## config.mk

```make
export PLATFORM = sky130hd
export DESIGN_NAME = ultrasonic_ranging_alarm_unit
export DESIGN_NICKNAME = d
export VERILOG_FILES = /design/src/design/ura_pkg.sv /design/src/design/ura_display.sv /design/src/design/ura_ranging.sv /design/src/design/ultrasonic_ranging_alarm_unit.sv
export VERILOG_INCLUDE_DIRS = /design/src /design/src/design
export SDC_FILE = /design/constraint.sdc
export NUM_CORES = 1
export LEC_CHECK = 0
export BUFFER_PORTS_ARGS = -buffer_cell sky130_fd_sc_hd__buf_2
export CORE_UTILIZATION = 50
export DETAILED_ROUTE_END_ITERATION = 10
export GPL_TIMING_DRIVEN = 0
export PLACE_DENSITY = 0.67
export SETUP_SLACK_MARGIN = 0.15
export SKIP_LAST_GASP = 1
export SLEW_MARGIN = 25
export SYNTH_ARGS = -nofsm -noshare
export SYNTH_HDL_FRONTEND = slang
export SYNTH_SLANG_ARGS = --single-unit
```

## constraint.sdc

```tcl
create_clock -name clock -period 9 [get_ports clock]
set_input_delay 0.9 -clock clock [delete_from_list [all_inputs] [get_ports clock]]
set_output_delay 0.9 -clock clock [all_outputs]
set_load 0.02 [all_outputs]
```

## src/design/assert_macros.svh

```systemverilog
// ----------------------------------------------------------------------------
// Assertion macros
// Shared concurrent assertion wrappers for the ranging alarm RTL.
// ----------------------------------------------------------------------------
`ifndef ASSERT_MACROS_SVH
`define ASSERT_MACROS_SVH

`ifndef NO_ASSERTIONS

// Checked while reset is low.
`define URA_ASSERT(lbl, clk, rst, prop, msg) \
   lbl: assert property (@(posedge clk) disable iff (rst) prop) \
      else $error(msg);

// Checked on every edge, reset included.
`define URA_ASSERT_ALWAYS(lbl, clk, prop, msg) \
   lbl: assert property (@(posedge clk) prop) \
      else $error(msg);

`else

`define URA_ASSERT(lbl, clk, rst, prop, msg)
`define URA_ASSERT_ALWAYS(lbl, clk, prop, msg)

`endif

`endif

```

## src/design/ura_pkg.sv

```systemverilog
// ----------------------------------------------------------------------------
// ura_pkg
// Types, constants and lookup functions shared by the ranging alarm modules.
// ----------------------------------------------------------------------------
package ura_pkg;

   localparam int DIST_BITS = 14;
   localparam logic [DIST_BITS-1:0] DIST_MAX = 14'd9999;

   // 680/1000 reduced
   localparam int SCALE_NUM = 17;
   localparam int SCALE_DEN = 25;

   // wide enough for two milliseconds of ticks (2 * 1023)
   localparam int PHASE_TICK_BITS = 11;

   localparam int CSR_INDEX_BITS = 3;
   localparam int CSR_DATA_BITS  = 16;

   typedef enum logic [CSR_INDEX_BITS-1:0] {
      CSR_TRIG_LOW    = 3'd0,
      CSR_TRIG_HIGH   = 3'd1,
      CSR_MS_TICKS    = 3'd2,
      CSR_NEAR_MM     = 3'd3,
      CSR_MID_MM      = 3'd4,
      CSR_FAR_MM      = 3'd5,
      CSR_DIGIT_TICKS = 3'd6
   } csr_index_type;

   typedef enum logic [1:0] {
      ZONE_NEAR = 2'd0,
      ZONE_MID  = 2'd1,
      ZONE_FAR  = 2'd2,
      ZONE_NONE = 2'd3
   } zone_type;

   // four decimal digits, [0] = ones
   typedef logic [3:0][3:0] bcd_type;

   typedef struct packed {
      logic [7:0]           trig_low_ticks;
      logic [7:0]           trig_high_ticks;
      logic [9:0]           ms_ticks;
      logic [DIST_BITS-1:0] near_mm;
      logic [DIST_BITS-1:0] mid_mm;
      logic [DIST_BITS-1:0] far_mm;
      logic [15:0]          digit_ticks;
   } cfg_type;

   // ranging status for one item: trig/buzz before the update, rest after
   typedef struct packed {
      logic                 trig;
      logic                 buzz;
      logic [DIST_BITS-1:0] dist_mm;
      logic                 pulse;
      zone_type             zone;
   } rng_status_type;

   function automatic logic [7:0] seg_pattern(input logic [3:0] digit);
      logic [7:0] pat;
      unique case (digit)
         4'd0:    pat = 8'h3f;
         4'd1:    pat = 8'h06;
         4'd2:    pat = 8'h5b;
         4'd3:    pat = 8'h4f;
         4'd4:    pat = 8'h66;
         4'd5:    pat = 8'h6d;
         4'd6:    pat = 8'h7c;
         4'd7:    pat = 8'h07;
         4'd8:    pat = 8'h7f;
         4'd9:    pat = 8'h67;
         default: pat = 8'h00;
      endcase
      return pat;
   endfunction

   function automatic logic [7:0] beep_cycles(input zone_type zone);
      logic [7:0] n;
      unique case (zone)
         ZONE_NEAR: n = 8'd5;
         ZONE_MID:  n = 8'd50;
         ZONE_FAR:  n = 8'd250;
         default:   n = 8'd0;
      endcase
      return n;
   endfunction

   // silence in 2 ms units
   function automatic logic [7:0] silence_units(input zone_type zone);
      logic [7:0] n;
      unique case (zone)
         ZONE_MID: n = 8'd50;
         ZONE_FAR: n = 8'd150;
         default:  n = 8'd0;
      endcase
      return n;
   endfunction

endpackage

```

## src/design/ura_display.sv

```systemverilog
// ----------------------------------------------------------------------------
// ura_display
// Four-digit seven-segment scanner with uniform dwell per digit.
// ----------------------------------------------------------------------------
module ura_display (
   input  logic           clock,
   input  logic           reset,
   input  logic           step,
   input  logic [15:0]    digit_ticks,
   input  ura_pkg::bcd_type digits,
   output logic [7:0]     segment_bits,
   output logic [3:0]     digit_select
);
   import ura_pkg::*;

   logic [1:0]  scan_index_ff, scan_index_in;
   logic [15:0] scan_ticks_ff, scan_ticks_in;
   logic [16:0] ticks_inc;
   logic [15:0] dwell;
   logic        wrap;

   assign dwell     = (digit_ticks == 16'd0) ? 16'd1 : digit_ticks;
   assign ticks_inc = {1'b0, scan_ticks_ff} + 17'd1;
   assign wrap      = (ticks_inc >= {1'b0, dwell});

   always_comb begin
      scan_index_in = scan_index_ff;
      scan_ticks_in = scan_ticks_ff;
      if (step) begin
         if (wrap) begin
            scan_ticks_in = 16'd0;
            scan_index_in = scan_index_ff + 2'd1;
         end else begin
            scan_ticks_in = ticks_inc[15:0];
         end
      end
   end

   always_ff @(posedge clock) begin
      if (reset) begin
         scan_index_ff <= 2'd0;
         scan_ticks_ff <= 16'd0;
      end else begin
         scan_index_ff <= scan_index_in;
         scan_ticks_ff <= scan_ticks_in;
      end
   end

   // decimal point sits on the tens digit (reads as centimeters, one decimal)
   assign segment_bits = seg_pattern(digits[scan_index_ff]) |
                         ((scan_index_ff == 2'd1) ? 8'h80 : 8'h00);
   assign digit_select = 4'b0001 << scan_index_ff;

endmodule

```

## src/design/ura_ranging.sv

```systemverilog
// ----------------------------------------------------------------------------
// ura_ranging
// Trigger / echo sequencer, running distance and zone, buzzer pattern.
// ----------------------------------------------------------------------------
`include "assert_macros.svh"

module ura_ranging #(
   parameter int ECHO_COUNT_BITS = 14
) (
   input  logic                    clock,
   input  logic                    reset,
   input  logic                    step,
   input  logic                    echo_level,
   input  ura_pkg::cfg_type        cfg,
   output ura_pkg::rng_status_type status,
   output ura_pkg::bcd_type        dist_digits
);
   import ura_pkg::*;

   typedef enum logic [2:0] {
      PH_TRIG_LOW  = 3'd0,
      PH_TRIG_HIGH = 3'd1,
      PH_WAIT_ECHO = 3'd2,
      PH_COUNT     = 3'd3,
      PH_BEEP      = 3'd4,
      PH_SILENCE   = 3'd5
   } phase_type;

   localparam logic [ECHO_COUNT_BITS-1:0] COUNT_MAX = {ECHO_COUNT_BITS{1'b1}};
   localparam logic [4:0] NUM = 5'(SCALE_NUM);
   localparam logic [5:0] DEN = 6'(SCALE_DEN);

   phase_type                  phase_ff, phase_in;
   logic [PHASE_TICK_BITS-1:0] pt_ff, pt_in;
   logic [ECHO_COUNT_BITS-1:0] echo_ticks_ff, echo_ticks_in;
   logic [DIST_BITS-1:0]       run_dist_ff, run_dist_in;
   bcd_type                    run_bcd_ff, run_bcd_in;
   logic [4:0]                 run_rem_ff, run_rem_in;
   logic [DIST_BITS-1:0]       meas_ff, meas_in;
   bcd_type                    meas_bcd_ff, meas_bcd_in;
   zone_type                   zone_ff, zone_in;
   logic [7:0]                 beep_left_ff, beep_left_in;
   logic                       buzz_ff, buzz_in;
   logic                       pulse;

   function automatic bcd_type bcd_inc(input bcd_type v);
      bcd_type r;
      logic    carry;
      r     = v;
      carry = 1'b1;
      for (int i = 0; i < 4; i++) begin
         if (carry) begin
            if (v[i] == 4'd9) begin
               r[i] = 4'd0;
            end else begin
               r[i]  = v[i] + 4'd1;
               carry = 1'b0;
            end
         end
      end
      return r;
   endfunction

   always_comb begin
      logic [PHASE_TICK_BITS:0] pt_inc;
      logic [PHASE_TICK_BITS:0] ms1;
      logic [PHASE_TICK_BITS:0] two_ms;
      logic [PHASE_TICK_BITS:0] low1;
      logic [PHASE_TICK_BITS:0] high1;
      logic [7:0]               bl_dec;
      logic [5:0]               rem_sum;
      zone_type                 zn;

      pt_inc  = {1'b0, pt_ff} + 12'd1;
      ms1     = {2'b00, ((cfg.ms_ticks == 10'd0) ? 10'd1 : cfg.ms_ticks)};
      two_ms  = {ms1[PHASE_TICK_BITS-1:0], 1'b0};
      low1    = {4'd0, ((cfg.trig_low_ticks == 8'd0) ? 8'd1 : cfg.trig_low_ticks)};
      high1   = {4'd0, ((cfg.trig_high_ticks == 8'd0) ? 8'd1 : cfg.trig_high_ticks)};
      bl_dec  = (beep_left_ff != 8'd0) ? beep_left_ff - 8'd1 : 8'd0;
      rem_sum = {1'b0, run_rem_ff} + {1'b0, NUM};
      zn      = ZONE_NONE;

      phase_in      = phase_ff;
      pt_in         = pt_ff;
      echo_ticks_in = echo_ticks_ff;
      run_dist_in   = run_dist_ff;
      run_bcd_in    = run_bcd_ff;
      run_rem_in    = run_rem_ff;
      meas_in       = meas_ff;
      meas_bcd_in   = meas_bcd_ff;
      zone_in       = zone_ff;
      beep_left_in  = beep_left_ff;
      buzz_in       = buzz_ff;
      pulse         = 1'b0;

      if (step) begin
         unique case (phase_ff)
            PH_TRIG_LOW: begin
               if (pt_inc >= low1) begin
                  phase_in = PH_TRIG_HIGH;
                  pt_in    = '0;
               end else begin
                  pt_in = pt_inc[PHASE_TICK_BITS-1:0];
               end
            end
            PH_TRIG_HIGH: begin
               if (pt_inc >= high1) begin
                  phase_in = PH_WAIT_ECHO;
                  pt_in    = '0;
               end else begin
                  pt_in = pt_inc[PHASE_TICK_BITS-1:0];
               end
            end
            PH_WAIT_ECHO: begin
               if (echo_level) begin
                  phase_in      = PH_COUNT;
                  echo_ticks_in = {{(ECHO_COUNT_BITS-1){1'b0}}, 1'b1};
                  // 17*1 / 25: quotient 0, remainder 17
                  run_dist_in   = '0;
                  run_bcd_in    = '0;
                  run_rem_in    = NUM;
               end
            end
            PH_COUNT: begin
               if (echo_level) begin
                  if (echo_ticks_ff != COUNT_MAX) begin
                     echo_ticks_in = echo_ticks_ff + 1'b1;
                     // running floor(17*count/25); quotient steps by at most one
                     if (rem_sum >= DEN) begin
                        run_rem_in = 5'(rem_sum - DEN);
                        if (run_dist_ff != DIST_MAX) begin
                           run_dist_in = run_dist_ff + 1'b1;
                           run_bcd_in  = bcd_inc(run_bcd_ff);
                        end
                     end else begin
                        run_rem_in = rem_sum[4:0];
                     end
                  end
               end else begin
                  meas_in     = run_dist_ff;
                  meas_bcd_in = run_bcd_ff;
                  pulse       = 1'b1;
                  priority if (run_dist_ff < cfg.near_mm) zn = ZONE_NEAR;
                  else if (run_dist_ff < cfg.mid_mm)      zn = ZONE_MID;
                  else if (run_dist_ff < cfg.far_mm)      zn = ZONE_FAR;
                  else                                    zn = ZONE_NONE;
                  zone_in = zn;
                  pt_in   = '0;
                  if (zn != ZONE_NONE) begin
                     phase_in     = PH_BEEP;
                     beep_left_in = beep_cycles(zn);
                     buzz_in      = 1'b1;
                  end else begin
                     phase_in = PH_TRIG_LOW;
                     buzz_in  = 1'b0;
                  end
               end
            end
            PH_BEEP: begin
               if (pt_inc >= two_ms) begin
                  pt_in        = '0;
                  beep_left_in = bl_dec;
                  if (bl_dec == 8'd0) begin
                     buzz_in = 1'b0;
                     if (silence_units(zone_ff) == 8'd0) begin
                        phase_in = PH_TRIG_LOW;
                     end else begin
                        phase_in     = PH_SILENCE;
                        beep_left_in = silence_units(zone_ff);
                     end
                  end else begin
                     buzz_in = 1'b1;
                  end
               end else begin
                  pt_in = pt_inc[PHASE_TICK_BITS-1:0];
                  if (pt_inc >= ms1) buzz_in = 1'b0;
               end
            end
            PH_SILENCE: begin
               buzz_in = 1'b0;
               if (pt_inc >= two_ms) begin
                  pt_in        = '0;
                  beep_left_in = bl_dec;
                  if (bl_dec == 8'd0) phase_in = PH_TRIG_LOW;
               end else begin
                  pt_in = pt_inc[PHASE_TICK_BITS-1:0];
               end
            end
            default: begin
               phase_in = PH_TRIG_LOW;
               pt_in    = '0;
               buzz_in  = 1'b0;
            end
         endcase
      end
   end

   always_ff @(posedge clock) begin
      if (reset) begin
         phase_ff      <= PH_TRIG_LOW;
         pt_ff         <= '0;
         echo_ticks_ff <= '0;
         run_dist_ff   <= '0;
         run_bcd_ff    <= '0;
         run_rem_ff    <= '0;
         meas_ff       <= '0;
         meas_bcd_ff   <= '0;
         zone_ff       <= ZONE_NONE;
         beep_left_ff  <= '0;
         buzz_ff       <= 1'b0;
      end else begin
         phase_ff      <= phase_in;
         pt_ff         <= pt_in;
         echo_ticks_ff <= echo_ticks_in;
         run_dist_ff   <= run_dist_in;
         run_bcd_ff    <= run_bcd_in;
         run_rem_ff    <= run_rem_in;
         meas_ff       <= meas_in;
         meas_bcd_ff   <= meas_bcd_in;
         zone_ff       <= zone_in;
         beep_left_ff  <= beep_left_in;
         buzz_ff       <= buzz_in;
      end
   end

   assign status.trig    = (phase_ff == PH_TRIG_HIGH);
   assign status.buzz    = buzz_ff;
   assign status.dist_mm = meas_in;
   assign status.pulse   = pulse;
   assign status.zone    = zone_in;
   assign dist_digits    = meas_bcd_ff;

   `URA_ASSERT(a_rem_below_den, clock, reset,
      (phase_ff == PH_COUNT) |-> ({1'b0, run_rem_ff} < DEN), "remainder out of range")
   `URA_ASSERT(a_alarm_has_zone, clock, reset,
      ((phase_ff == PH_BEEP) || (phase_ff == PH_SILENCE)) |-> (zone_ff != ZONE_NONE),
      "beep or silence without an alert zone")
   `URA_ASSERT(a_beep_count_live, clock, reset,
      ((phase_ff == PH_BEEP) || (phase_ff == PH_SILENCE)) |-> (beep_left_ff != 8'd0),
      "beep or silence with no cycles left")
   `URA_ASSERT(a_dist_saturated, clock, reset,
      (meas_ff <= DIST_MAX) && (run_dist_ff <= DIST_MAX), "distance above 9999")

endmodule

```

## src/design/ultrasonic_ranging_alarm_unit.sv

```systemverilog
// ----------------------------------------------------------------------------
// ultrasonic_ranging_alarm_unit
// Ultrasonic ranging controller with zoned buzzer alarm and 4-digit display.
// ----------------------------------------------------------------------------
// Usage:
//  - Input channel (req_*): one item per 4 us tick carrying the sampled echo
//    pin. Output channel (rsp_*): exactly one result item per input item.
//  - csr_* is a write-only register port; write only while no item is in
//    flight. Indexes: trig low/high ticks, ms ticks, near/mid/far mm,
//    digit dwell ticks.
//  - Latency: a result appears on rsp_valid the cycle after its item is
//    accepted. Throughput: one item per cycle while rsp_ready is high; all
//    per-item work is one level of logic from state to result registers.
//  - trig_out, buzzer_out, segment_bits and digit_select reflect state before
//    the item; distance_mm, new_measure and alert_zone reflect it after.
//  - Distance is built up incrementally while echo is high, so latching it
//    costs no divider.
//  - Reset (synchronous): sequencer restarts at trigger low, distance 0,
//    zone none, buzzer off, scan at digit 0, registers to defaults.
//  - When rsp_ready is low the result is held and req_ready drops, so no
//    further item is taken until the pending result leaves.
// ----------------------------------------------------------------------------
`include "assert_macros.svh"

module ultrasonic_ranging_alarm_unit #(
   parameter int ECHO_COUNT_BITS = 14
) (
   input  logic                               clock,
   input  logic                               reset,
   input  logic                               req_valid,
   output logic                               req_ready,
   input  logic                               req_echo_level,
   output logic                               rsp_valid,
   input  logic                               rsp_ready,
   output logic                               rsp_trig_out,
   output logic                               rsp_buzzer_out,
   output logic [7:0]                         rsp_segment_bits,
   output logic [3:0]                         rsp_digit_select,
   output logic [ura_pkg::DIST_BITS-1:0]      rsp_distance_mm,
   output logic                               rsp_new_measure,
   output logic [1:0]                         rsp_alert_zone,
   input  logic                               csr_we,
   input  logic [ura_pkg::CSR_INDEX_BITS-1:0] csr_index,
   input  logic [ura_pkg::CSR_DATA_BITS-1:0]  csr_wdata
);
   import ura_pkg::*;

   cfg_type        cfg_ff, cfg_in;
   rng_status_type rng_status;
   bcd_type        dist_digits;
   logic [7:0]     seg;
   logic [3:0]     dsel;
   logic           step;

   logic                 rsp_valid_ff, rsp_valid_in;
   logic                 trig_ff, buzz_ff, pulse_ff;
   logic [7:0]           seg_ff;
   logic [3:0]           dsel_ff;
   logic [DIST_BITS-1:0] dist_ff;
   zone_type             zone_ff;

   assign req_ready = !rsp_valid_ff || rsp_ready;
   assign step      = req_valid && req_ready;

   always_comb begin
      cfg_in = cfg_ff;
      if (csr_we) begin
         unique case (csr_index)
            CSR_TRIG_LOW:    cfg_in.trig_low_ticks  = csr_wdata[7:0];
            CSR_TRIG_HIGH:   cfg_in.trig_high_ticks = csr_wdata[7:0];
            CSR_MS_TICKS:    cfg_in.ms_ticks        = csr_wdata[9:0];
            CSR_NEAR_MM:     cfg_in.near_mm         = csr_wdata[DIST_BITS-1:0];
            CSR_MID_MM:      cfg_in.mid_mm          = csr_wdata[DIST_BITS-1:0];
            CSR_FAR_MM:      cfg_in.far_mm          = csr_wdata[DIST_BITS-1:0];
            CSR_DIGIT_TICKS: cfg_in.digit_ticks     = csr_wdata;
            default:         cfg_in = cfg_ff;
         endcase
      end
   end

   always_ff @(posedge clock) begin
      if (reset) begin
         cfg_ff.trig_low_ticks  <= 8'd3;
         cfg_ff.trig_high_ticks <= 8'd3;
         cfg_ff.ms_ticks        <= 10'd250;
         cfg_ff.near_mm         <= 14'd300;
         cfg_ff.mid_mm          <= 14'd600;
         cfg_ff.far_mm          <= 14'd1000;
         cfg_ff.digit_ticks     <= 16'd500;
      end else begin
         cfg_ff <= cfg_in;
      end
   end

   ura_ranging #(
      .ECHO_COUNT_BITS (ECHO_COUNT_BITS)
   ) u_ranging (
      .clock       (clock),
      .reset       (reset),
      .step        (step),
      .echo_level  (req_echo_level),
      .cfg         (cfg_ff),
      .status      (rng_status),
      .dist_digits (dist_digits)
   );

   ura_display u_display (
      .clock        (clock),
      .reset        (reset),
      .step         (step),
      .digit_ticks  (cfg_ff.digit_ticks),
      .digits       (dist_digits),
      .segment_bits (seg),
      .digit_select (dsel)
   );

   // result register
   assign rsp_valid_in = step ? 1'b1 : (rsp_valid_ff && !rsp_ready);

   always_ff @(posedge clock) begin
      if (reset) begin
         rsp_valid_ff <= 1'b0;
      end else begin
         rsp_valid_ff <= rsp_valid_in;
      end
   end

   always_ff @(posedge clock) begin
      if (step) begin
         trig_ff  <= rng_status.trig;
         buzz_ff  <= rng_status.buzz;
         seg_ff   <= seg;
         dsel_ff  <= dsel;
         dist_ff  <= rng_status.dist_mm;
         pulse_ff <= rng_status.pulse;
         zone_ff  <= rng_status.zone;
      end
   end

   assign rsp_valid        = rsp_valid_ff;
   assign rsp_trig_out     = trig_ff;
   assign rsp_buzzer_out   = buzz_ff;
   assign rsp_segment_bits = seg_ff;
   assign rsp_digit_select = dsel_ff;
   assign rsp_distance_mm  = dist_ff;
   assign rsp_new_measure  = pulse_ff;
   assign rsp_alert_zone   = zone_ff;

   `URA_ASSERT(a_pulse_reaches_rsp, clock, reset,
      (step && rng_status.pulse) |=> (rsp_valid && rsp_new_measure),
      "measurement pulse lost")
   `URA_ASSERT(a_digit_onehot, clock, reset,
      rsp_valid |-> $onehot(rsp_digit_select), "digit select not one-hot")
   `URA_ASSERT(a_rsp_dist_range, clock, reset,
      rsp_valid |-> (rsp_distance_mm <= DIST_MAX), "result distance above 9999")

endmodule

```

# After elaboration in Yosys (flattened, before gate mapping)

Memories as Yosys holds them, arrays and structs flattened.
Index checks and enable logic that the tools add are counted.

Reduce and logical (&&, ||, !) cells: 37
Equal/unequal tests: 40
Muxes and demuxes: 109
Bitwise logic cells: 4
$add $sub $neg: 12
Shift-type cells: 1
Order comparisons: 10

Operators with widths:

| operator                                       | count |
|---|---|
| 2-to-1 mux 14 bit                              | 11 |
| 2-to-1 mux 16 bit                              | 7 |
| 2-to-1 mux 8 bit                               | 14 |
| case mux 14 bit (2 select lines)               | 2 |
| case mux 11 bit (5 select lines)               | 1 |
| case mux 8 bit (3 select lines)                | 2 |
| 2-to-1 mux 11 bit                              | 4 |
| < comparator 14 bit                            | 3 |
| zero test 8 bit                                | 4 |
| 2-to-1 mux 4 bit                               | 8 |
| case mux 16 bit (2 select lines)               | 1 |
| 2-to-1 mux 1 bit                               | 31 |
| 2-to-1 mux 3 bit                               | 10 |
| adder 14 x 1 -> 14 bit (second input constant) | 2 |
| != test 14 bit (second input constant)         | 2 |
| != test 2 x 1 -> 1 bit (second input constant) | 13 |
| greater-or-equal comparator 12 x 8 -> 1 bit    | 2 |
| AND reduction 8 bit                            | 3 |
| 2-to-1 mux 5 bit                               | 4 |
| case mux 3 bit (6 select lines)                | 1 |
| adder 16 x 1 -> 17 bit (second input constant) | 1 |
| greater-or-equal comparator 17 x 16 -> 1 bit   | 1 |
| adder 4 x 1 -> 4 bit (second input constant)   | 4 |
| equality test 4 bit (second input constant)    | 4 |
| other kinds (44)                               | 78 |

Memories kept: 1
Output and inout port bits: 33
Logic and storage cells: 248
ROM bits: 112
Flip-flop bits (word level): 238

Memories:

| name             | words | bits a word | read ports | clocked after Yosys merged registers in | wr ports | RTL line      | RTL |
|---|---|---|---|---|---|---|---|
| (name not given) | 16    | 7           | 1          | 0                                       | 0        | ura_pkg.sv:61 | `unique case (digit)` |

# Logic depth before layout (Yosys ltp)

Gate-level depths: netlist of run 1.

Depth in word-level cells: 28
Depth in mapped cells: 15
Gate-level depth less buffers: 14

# Cells and area by module

Synthesis of run 1 repeated with hierarchy kept, for this count alone.

Cells, all modules: 1,517
Area total of the unflattened synthesis: 13,472.9 um^2

By module, submodules not included:

| module                        | cells each | area an instance (um^2) | seq. area each (um^2) | times used |
|---|---|---|---|---|
| ura_ranging                   | 926        | 7,194.4                 | 2,082.0               | 1 |
| ultrasonic_ranging_alarm_unit | 351        | 4,337.9                 | 2,632.5               | 1 |
| ura_display                   | 240        | 1,940.6                 | 360.3                 | 1 |

# Least setup slack after synthesis of run 1

Ideal clock, no wire load.

Kind: register to register
Start point: register u_display.scan_ticks_ff[0]
End point: register u_display.scan_ticks_ff[11]
Clock period less this slack: 3,462 ps
Data arrival time: 3,388 ps
Setup time: 74 ps
Stages on the path, launching flop included: 14
Slack: 5,538 ps
Path through: dfxtp_1 > ha_1 > nand4_1 > nor3_1 > nand3_1 > xnor2_1 > ha_1 > a21o_1 > or2_1 > a2111oi_0 > o21ai_1 > a21oi_1 > nand3_1 > o21ai_1

Cells in the longest elaborated chain, start to end: 3

Ends and longest elaborated chain:

| element                                      | RTL line          | RTL |
|---|---|---|
| from (decl)                                  | ura_display.sv:17 | `logic [15:0] scan_ticks_ff, scan_ticks_in;` |
| from (signal assigned)                       | ura_display.sv:45 | `scan_ticks_ff <= scan_ticks_in;` |
| adder 16 x 1 -> 17 bit (*)                   | ura_display.sv:23 | `assign ticks_inc = {1'b0, scan_ticks_ff} + 17'd1;` |
| greater-or-equal comparator 17 x 16 -> 1 bit | ura_display.sv:24 | `assign wrap = (ticks_inc >= {1'b0, dwell});` |
| 2-to-1 mux 16 bit (*)                        | ura_display.sv:30 | `if (wrap) begin` |

Every way passes the cells marked *; elsewhere a longest branch is shown, timed or not.
A chain may end at the register's enable or synchronous reset.

# Worst setup path in the final report of run 1

Same ends and word-level chain as after synthesis.

==> results of run 1 <==
-- cell usage after synthesis, types with 9 or more instances --
cell / count
nor2_1: 98
inv_1: 120
nor2b_1: 16
o21ai_0: 45
edfxtp_1: 31
nand2b_1: 18
and4_1: 9
a21oi_1: 142
nor4_1: 18
xnor2_1: 31
ha_1: 118
nand2_1: 300
nor3_1: 28
xor2_1: 21
o211ai_1: 39
clkbuf_1: 44
a211oi_1: 12
nand4_1: 18
nand3_1: 50
dfxtp_1: 207
and3_1: 9
a21o_1: 19
-- flip-flops by register name, summed over array words and instances, names as in the netlist --
signal                   flops
cfg_ff                      84
rsp_alert_zone               2
rsp_buzzer_out               1
rsp_digit_select             4
rsp_distance_mm             14
rsp_new_measure              1
rsp_segment_bits             8
rsp_trig_out                 1
rsp_valid                    1
u_display.scan_index_ff      2
u_display.scan_ticks_ff     16
u_ranging.beep_left_ff       8
u_ranging.buzz_ff            1
u_ranging.dist_digits       16
u_ranging.echo_ticks_ff     14
u_ranging.meas_ff           14
u_ranging.phase_ff           3
u_ranging.pt_ff             11
u_ranging.run_bcd_ff        16
u_ranging.run_dist_ff       14
u_ranging.run_rem_ff         5
u_ranging.zone_ff            2
-- cells by family after synthesis --
logic type	synth area share, %
and+or+nand+nor	21.8
DFF	39.4
adders and majority gates	11.5
buffers and inverters	5.29
muxes	1.33
AOI/OAI and AO/OA	17.3
xor gates and xnor gates	3.53
-- critical path, stage by stage, from the launching register on --
cell and delay, ns:
dfxtp_1 0.41, ha_1 0.28, nand4_1 0.17, nor3_1 0.54, nand3_1 0.24, xnor2_1 0.26
ha_1 0.28, a21o_1 0.19, or2_1 0.20, a2111oi_0 0.37, o21ai_1 0.21, a21oi_1 0.60
nand3_1 0.30, o21ai_1 0.19
-- area by class of cell --
class / instances / area (um2) / share of cell area (%)
buffer: 57 / 229 / 1.57
clock buffer: 36 / 761 / 5.22
clock inverter: 14 / 215 / 1.48
inverter: 121 / 454 / 3.12
multi-input combinational: 1135 / 7140 / 48.9
sequential: 238 / 5070 / 34.8
tap: 330 / 413 / 2.83
timing repair buffer: 56 / 295 / 2.03
-- per-stage QoR --
| step | std cells | hold WS [ns] | worst slack, ns | cell area (um2) |
|---|---|---|---|---|
| final | 1987 | 0.453 | 4.69 | 14600 |
| after global placement | 1936 | 0.436 | 4.73 | 13600 |
| after CTS | 1987 | 0.454 | 4.77 | 14600 |
| after detailed placement | 1937 | 0.443 | 4.81 | 13600 |
| after floorplan | 1551 | 0.425 | 5.54 | 12900 |
| after global routing | 1987 | 0.470 | 4.19 | 14600 |
-- worst max path at each step --
stage | startpoint | endpoint | slack (ns) | cells after the start
after floorplan | u_display.scan_ticks_ff[0] | u_display.scan_ticks_ff[11] | 5.54 | 13
after global placement | u_display.scan_ticks_ff[0] | u_display.scan_ticks_ff[11] | 4.73 | 13
after detailed placement | u_display.scan_ticks_ff[0] | u_display.scan_ticks_ff[11] | 4.81 | 13
after CTS | u_display.scan_ticks_ff[0] | u_display.scan_ticks_ff[11] | 4.77 | 13
after global routing | u_display.scan_ticks_ff[0] | u_display.scan_ticks_ff[11] | 4.19 | 13
final | u_display.scan_ticks_ff[0] | u_display.scan_ticks_ff[11] | 4.69 | 13
-- power by group through the flow --
stage | Combinational [mW] | Sequential (mW) | Clock, mW
3_5_place_dp | 0.336 | 1.16 | 0
2_1_floorplan | 0.221 | 1.16 | 0
5_1_grt | 0.379 | 1.14 | 1.26
3_3_place_gp | 0.329 | 1.16 | 0
6_report | 0.342 | 1.14 | 1.20
4_1_cts | 0.338 | 1.14 | 1.22
-- per-layer routing --
| metal | share of wire [%] | track usage (%) |
|---|---|---|
| met3 | 6.3 | 3.49 |
| met5 | 0 | 0 |
| met1 | 46 | 36.5 |
| met2 | 45 | 43.3 |
| met4 | 2.5 | 7.86 |
==> key figures, run 1 <==
Layout
  – # diodes: 0
  – Final Util: 57.7%
  – Most common cell after layout, fill and taps aside: nand2_1
  – Share of cells above drive strength 1: 7.66%
  – Fill count: 2,295
  – Final nets: 1,779
  – Area delta synth->final: 13.1%
  – Most frequent cells in the layout: nand2_1, dfxtp_1, a21oi_1, inv_1, ha_1

Critical path
  – Critical path launch point type: flip-flop
  – Worst R2R Path Depth: 13
  – Critical path fanouts, max: 8
  – CP Data Arrival Time: 4.79 ns
  – Crit Path Category: reg -> reg
  – R2R Path End: u_display.scan_ticks_ff[11]
  – Worst reg2reg setup slack: 4.69 ns
  – Crit end category: flip-flop
  – Worst R2R Start: u_display.scan_ticks_ff[0]
  – WP data required: 9.49 ns

Power
  – Maximum VDD drop: 0.000126 V
  – Comb pwr share: 12.7%
  – Pwr per Cell Area: 184 nW/um2
  – Tot Pwr: 2.68 mW
  – Sequential power share: 42.5%
  – P_int: 1.96 mW
  – Lkg Pwr: 5.84 nW
  – Switching Fraction: 27.1%
  – NetSw: 726 uW
  – Clock group share of total power: 44.7%

STA
  – Max Fclk: 0.232 GHz
  – Final hold vios: 0
  – Max_slew headroom: 34.7%
  – Clk_skew: 0.00851 ns
  – Finish-stage setup viols: 0
  – Least-Margin Pin Slew: 0.974 ns
  – Final period util: 47.9%
  – RSZ-0062 raised after global routing: no
  – Final setup TNS: 0 ns
  – Fin crit period: 4.31 ns
  – Slew Limit Fails: 0

Routing
  – Drt total wl: 34,200 um
  – Iter 0 DRT Violations: 875
  – Routed length per instance: 17.2 um
  – Via count: 11,249
  – DRC viols: 0
  – Post-route ant nets: 0
  – DRT Pass-1 Iters: 5
  – Vias per Instance: 5.66

GRT
  – Initial antenna violation count: 0
  – All-layer global routing usage: 26.5%
  – Number of global-route vias before repair: 10,600
  – Pin count of the biggest net entering global routing: 27
  – First-pass GRT wire length: 55,500 um
  – Remaining global-route overflow: 0

Worst hold path
  – Worst Hold Depth: 2
  – HP Start: u_ranging.dist_digits[9]
  – Hold Path Class: reg -> reg
  – WHS Endpoint: u_ranging.dist_digits[9]

Synthesis
  – Synth area leader: dfxtp_1
  – Post-synth EDFFs: 31
  – Syn Inst Count: 1,551
  – Synth cell types: 82
  – Synth Warn #: 0
  – Post-synth top area share: 32.2%
  – Synth area leaders: dfxtp_1, ha_1, nand2_1, edfxtp_1, a21oi_1
  – Sequential element share of the synthesized area: 39.4%
  – Fraction of registers with async set/reset: 0%
  – Mean Syn Cell Area: 8.31 um2
  – Synth Register Bits: 238
  – Mapped Area: 12,900 um2
  – Post-synth net total: 1,694
  – Dominant synthesized flop cell: dfxtp_1

Clock network
  – Cts hold-fix bufs: 0
  – Clock sink count: 238
  – CTS clk-pin slew, worst paths: 0.06 ns
  – # H-tree levels: 1
  – TritonCTS buffer count: 27
  – CTS resizes: 0
  – CTS tree: done
  – Root buffer cell: clkbuf_16
  – Clock Latency Late Sink: 0.56 ns
  – Post-CTS Setup Inserts: 0
  – Clk buf depth: 3

Floorplan
  – Std cell rows: 58
  – Die footprint: 26,400 um2
  – Die height: 163 um
  – Core area: 25,300 um2
  – Initial core utilization: 51.0%
  – Top-Level Pins: 58
  – Die width: 163 um

Run status
  – Status: finished, final reports clean

Placed design
  – Gp weighted congestion: 0.921
  – Buffers on Ports: 55
  – Hpwl dp: 24,800 um

Run
  – Max-Cap Viols: 0
No activity file was read; power rests on OpenSTA's default activity.
==> inputs of run 2 (changes only) <==
Clock period 9 ns to 3.99 ns, I/O delays scaled along.
==> run 2 against run 1 <==
Against the previous run:
- combinational power is 130% higher
- sequential power is 130% higher
- routed wire length is 0.37% higher
- critical path depth stayed put
- clock skew is 0.0015 ns higher
- power is 130% higher
- clock power is 130% higher
- worst hold slack worse by 0.34 ns
- first-iteration DRC count is 1.6% higher
- die area stayed put
- final cell count is 0.15% higher
==> key figures, run 2 (synthesis gave the netlist of run 1 again) <==
GRT
  – Top Usage Layer GRT: met2
  – All-layer global routing usage: 26.5%
  – Remaining global-route overflow: 0
  – Met2 global-route usage: 43.2%
  – First-pass GRT wire length: 55,500 um
  – Met1 usage in global routing: 36.5%
  – Number of global-route vias before repair: 10,620
  – Initial antenna violation count: 0
  – Pin count of the biggest net entering global routing: 27
  – Met3 Use GR: 3.49%

Layout
  – Most common cell after layout, fill and taps aside: nand2_1
  – Most frequent cells in the layout: nand2_1, dfxtp_1, a21oi_1, inv_1, ha_1
  – Top reg by flops: cfg_ff
  – Fill count: 2,286
  – Final nets: 1,782
  – Max reg flops: 84
  – Final Util: 58.2%
  – # diodes: 0
  – Area occupied by multi-input gates: 7240 um2
  – FF+latch area: 5080 um2
  – Share of cells above drive strength 1: 8.98%
  – Area delta synth->final: 14.1%

Floorplan
  – Die height: 163 um
  – Top-Level Pins: 58
  – Core area: 25,300 um2
  – Die footprint: 26,400 um2
  – Std cell rows: 58
  – Die width: 163 um
  – Initial core utilization: 51.0%

Routing
  – Vias per Instance: 5.66
  – Via count: 11,265
  – Post-route ant nets: 0
  – DRC viols: 0
  – Iter 0 DRT Violations: 889
  – Routed length per instance: 17.3 um
  – DRT Pass-1 Iters: 5
  – Drt total wl: 34,400 um

Clock network
  – Root buffer cell: clkbuf_16
  – CTS tree: done
  – Clock Latency Late Sink: 0.56 ns
  – TritonCTS buffer count: 27
  – # H-tree levels: 1
  – Clk buf depth: 3
  – Clock sink count: 238
  – CTS clk-pin slew, worst paths: 0.06 ns

STA
  – Max Fclk: 0.277 GHz
  – Fin crit period: 3.61 ns
  – Final hold vios: 0
  – Slew Limit Fails: 0
  – Finish-stage setup viols: 0
  – Final setup TNS: 0 ns
  – Final period util: 90.4%
  – Least-Margin Pin Slew: 0.929 ns
  – Max_slew headroom: 37.6%
  – RSZ-0062 raised after global routing: no
  – Clk_skew: 0.0101 ns

Critical path
  – Cell mode on critical path: ha_1
  – CP Buf/Inv Count: 2
  – Crit end category: flip-flop
  – WP data required: 4.39 ns
  – Critical path launch point type: flip-flop
  – Crit Path Category: reg -> reg
  – Top delay family on crit path: compound AO/OA/AOI/OAI gates
  – Slowest-stage cell, CP: dfxtp_1
  – Critical path fanouts, max: 10
  – Max stage delay on crit path: 0.63 ns
  – CP Data Arrival Time: 4.01 ns
  – CP Cell Sequence: ha_1 > a21o_1 > a21oi_1 > o21ai_0 > a311oi_2 > o21bai_1 > inv_1 > ha_1 > nor2_1 > a32oi_4 > buf_4 > a311oi_1 > a211oi_1

Placed design
  – Buffers on Ports: 55
  – Hpwl dp: 24,800 um
  – Gp weighted congestion: 0.921

Power
  – NetSw: 1.65 mW
  – Comb pwr share: 12.9%
  – Switching Fraction: 27.2%
  – Sequential power share: 42.4%
  – Lkg Pwr: 5.91 nW
  – P_int: 4.42 mW
  – Maximum VDD drop: 0.000287 V
  – Pwr per Cell Area: 413 nW/um2
  – Clock group share of total power: 44.7%

Run status
  – Status: finished, final reports clean

Worst hold path
  – Hold Path Class: in -> reg

Run
  – Max-Cap Viols: 0
## run 2: cell count changes in the layout (fill, tap and decap cells not counted), moves of 3 or more
cell	before	now
nand3_2	0	3
nand3_1	50	47
buf_4	3	6
dfxtp_1	207	204
dfxtp_2	0	3
## run 2: timing repair
action | in CTS | in global routing
gates resized for setup | 6 | 20
cloned | 0 | 0
pin swaps | 0 | 3
buffers inserted | 0 | 3
hold buffers | 0 | 0
setup endpoints to repair | 20 | 32
## run 2: final timing paths
kind / to / slack, ns / start / cells after the start
worst max-delay path: u_ranging.beep_left_ff[7] / 0.38 / u_ranging.run_dist_ff[4] / 13
worst min-delay path: cfg_ff[15] / 0.11 / csr_wdata[15] / 3
worst max register to register: u_ranging.beep_left_ff[7] / 0.38 / u_ranging.run_dist_ff[4] / 13
worst min register to register: u_ranging.dist_digits[9] / 0.45 / u_ranging.dist_digits[9] / 2
## run 2: through the flow
step                cells  setup WS (ns)  area [um2]  power, mW  hold slack [ns]
finish               1990          0.382       14700       6.07            0.109
global route         1990          0.109       14700       6.29            0.102
CTS                  1987          0.244       14600       6.09           0.0913
detailed placement   1937         -0.199       13600       3.38            0.443
global placement     1936         -0.283       13600       3.36            0.436
floorplan            1551          0.528       12900       3.11            0.425
## run 2: tightest hold or removal path, delay by kind of cell
kind	cells	cell delay [ns]
buf+inv	1	0.11
simple gates	1	0.05
compound gates	1	0.05
## run 2: final cells by class
| class | count | share of cell area (%) |
|---|---|---|
| multi-input combinational | 1135 | 49.2 |
| clock buffer | 36 | 5.17 |
| timing repair buffer | 59 | 2.16 |
| clock inverter | 14 | 1.46 |
| tap | 330 | 2.81 |
| sequential | 238 | 34.5 |
| buffer | 57 | 1.57 |
| inverter | 121 | 3.09 |
## run 2: power groups by stage
stage	sequential [mW]	clock (mW)	combinational, mW
3_5_place_dp	2.62	0	0.757
3_3_place_gp	2.62	0	0.741
2_1_floorplan	2.61	0	0.498
4_1_cts	2.57	2.76	0.763
5_1_grt	2.58	2.85	0.864
6_report	2.57	2.71	0.781
## run 2: routing by layer
layer	wire length, um	vias up	share of wire, %
met5	0	-	0
met4	859	0	2.5
met3	2330	56	6.8
met2	15400	349	45
met1	15700	5223	46
li1	-	5637	-
==> inputs of run 3 (changes only) <==
Settings changed: ABC_AREA set to 1.
==> run 3 against run 2 <==
Against the previous run:
- sequential power rose by 2%
- largest cell class unchanged
- setup slack improved by 0.46 ns
- highest routed layer unchanged
- register-to-register slack improved by 0.46 ns
- sequential cell count did not move
- clock skew barely moved
- worst hold slack improved by 0.0030 ns
==> key figures, run 3 <==
Layout
  – Max reg flops: 84
  – Final nets: 2,000
  – Most common cell after layout, fill and taps aside: nand2_1
  – Cell Count, Final, Fillers Out: 2,211
  – # diodes: 0
  – Fill count: 2,444
  – Most frequent cells in the layout: nand2_1, inv_1, dfxtp_1, nor2_1, a21oi_1
  – Share of cells above drive strength 1: 10.4%
  – Top reg by flops: cfg_ff
  – Area delta synth->final: 12.2%

Clock network
  – Cts hold-fix bufs: 0
  – TritonCTS buffer count: 26
  – Clock Latency Late Sink: 0.53 ns
  – # H-tree levels: 1
  – CTS tree: done
  – Root buffer cell: clkbuf_16
  – Post-CTS Setup Inserts: 0
  – CTS resizes: 0
  – CTS clk-pin slew, worst paths: 0.06 ns
  – Clock sink count: 238
  – Clk buf depth: 3

Synthesis
  – Most common cell in the synthesized netlist: nand2_1
  – Synth area leader: dfxtp_1
  – Dominant synthesized flop cell: dfxtp_1
  – Post-synth net total: 1,914
  – XOR/XNOR Fraction of Synth Area: 1.51%
  – Synth cell types: 54
  – Post-synth top area share: 31.1%
  – Synth area leaders: dfxtp_1, ha_1, nand2_1, inv_1, edfxtp_1
  – Sequential element share of the synthesized area: 38.1%
  – Synth Register Bits: 238
  – Syn Inst Count: 1,771
  – Post-synth EDFFs: 31
  – Simple-Gate Fraction of Synth Area: 23.6%
  – Main combinational cell family by area after synthesis: simple AND/OR/NAND/NOR gates
  – Post-Synth Adder-Cell Area: 11.1%
  – Mux contribution to synthesized area: 0%
  – Mapped Area: 13,300 um2
  – Mean Syn Cell Area: 7.51 um2
  – Synth Warn #: 0
  – Fraction of registers with async set/reset: 0%
  – Post-synthesis compound-gate area fraction: 16.2%
  – Commonest cells in the netlist: nand2_1, inv_1, dfxtp_1

Floorplan
  – Top-Level Pins: 58
  – Std cell rows: 59
  – Die width: 165 um
  – Die footprint: 27,300 um2
  – Die height: 165 um
  – Initial core utilization: 51.1%
  – Core area: 26,100 um2

STA
  – Slew Limit Fails: 0
  – Final period util: 78.9%
  – Hold Slack: 0.112 ns
  – Clk_skew: 0.00962 ns
  – Finish-stage setup viols: 0
  – Max_slew headroom: 34.4%
  – Final hold vios: 0
  – RSZ-0062 raised after global routing: no
  – Max Fclk: 0.318 GHz
  – Fin crit period: 3.15 ns
  – Least-Margin Pin Slew: 0.984 ns

Routing
  – Drt total wl: 34,100 um
  – Post-route ant nets: 0
  – Routed length per instance: 15.4 um
  – DRT Pass-1 Iters: 8
  – Vias per Instance: 5.38
  – Via count: 11,885
  – Iter 0 DRT Violations: 882
  – DRC viols: 0

Placed design
  – Gp weighted congestion: 0.904
  – Buffers on Ports: 57
  – Placed cells: 2,164
  – Hpwl dp: 25,500 um

Critical path
  – CP Data Arrival Time: 3.57 ns
  – WP data required: 4.41 ns
  – Critical path launch point type: flip-flop
  – Crit Path Category: reg -> reg
  – Critical path fanouts, max: 8
  – Crit end category: flip-flop

Power
  – Maximum VDD drop: 0.000437 V
  – Pwr per Cell Area: 421 nW/um2
  – Lkg Pwr: 6.73 nW

GRT
  – Pin count of the biggest net entering global routing: 35
  – All-layer global routing usage: 25.6%
  – Remaining global-route overflow: 0
  – First-pass GRT wire length: 55,200 um
  – Number of global-route vias before repair: 10,841
  – Initial antenna violation count: 0

Run
  – Max-Cap Viols: 0

Run status
  – Status: finished, final reports clean

Worst hold path
  – Hold Path Class: in -> reg
run 3: cell type report:
type                            count  area (um2)  area share, %
Buffer                             47         219           1.47
Clock buffer                       39         827           5.54
Clock inverter                      8        66.3          0.444
Inverter                          278        1040           7.00
Multi-Input combinational cell   1208        6970           46.7
Sequential cell                   238        5070           34.0
Tap cell                          335         419           2.81
Timing Repair Buffer               58         305           2.05
run 3: where the power goes:
group	internal (mW)	switching [mW]	total, mW
registers	2.53	0.0849	2.61
logic	0.370	0.830	1.20
clock network	1.49	0.981	2.47
total	4.39	1.90	6.28
run 3: metrics by stage:
step | utilization [%] | setup slack, ns | setup TNS, ns | instance area, um2 | power [mW]
floorplan | - | 1.14 | 0 | 13300 | 3.52
CTS | 57.3 | 0.806 | 0 | 14900 | 6.34
global route | 57.3 | 0.514 | 0 | 14900 | 6.59
finish | 57.3 | 0.843 | 0 | 14900 | 6.28
global placement | 53.8 | -0.102 | -0.663 | 14000 | 3.84
detailed placement | 53.8 | 0.819 | 0 | 14000 | 3.86
run 3: final timing paths:
path / from / to / cells past startpoint / slack (ns)
worst max-delay path: u_display.scan_ticks_ff[0] / u_display.scan_index_ff[0] / 18 / 0.84
worst min-delay path: reset / u_ranging.run_rem_ff[2] / 2 / 0.11
worst min register to register: u_ranging.buzz_ff / rsp_buzzer_out / 0 / 0.45
worst max register to register: u_display.scan_ticks_ff[0] / u_display.scan_index_ff[0] / 18 / 0.84
run 3: cell families (layout without fill, tap and decap cells):
kind of cell             Yosys count  in the layout
AO/OA/AOI/OAI                    381            381
adder cells (fa/ha/maj)          118            118
XOR/XNOR                          23             23
AND/OR/NAND/NOR                  686            686
buffers and inverters            325            430
flip-flops                       238            238
run 3: worst max-delay path, stage by stage, from the launching register on:
cell	delay [ns]
dfxtp_1	0.34
ha_1	0.22
nand2_1	0.10
inv_2	0.07
nand4_4	0.09
nor2_2	0.06
or2_2	0.26
o21ai_0	0.15
inv_1	0.09
ha_1	0.33
nand2_1	0.06
inv_1	0.06
nand3_1	0.08
nor3_1	0.21
nand4_1	0.35
nand3_2	0.34
nand3_1	0.11
nand2_1	0.07
nor2_1	0.05
run 3: layer usage:
metal  global-route usage [%]  vias to the layer above  share of wire (%)
met3                     3.70                       58                5.5
met2                     40.9                      304                 44
met5                        0                        -                  0
li1                         -                     6088                  -
met4                     8.22                        0                2.8
met1                     35.3                     5435                 48
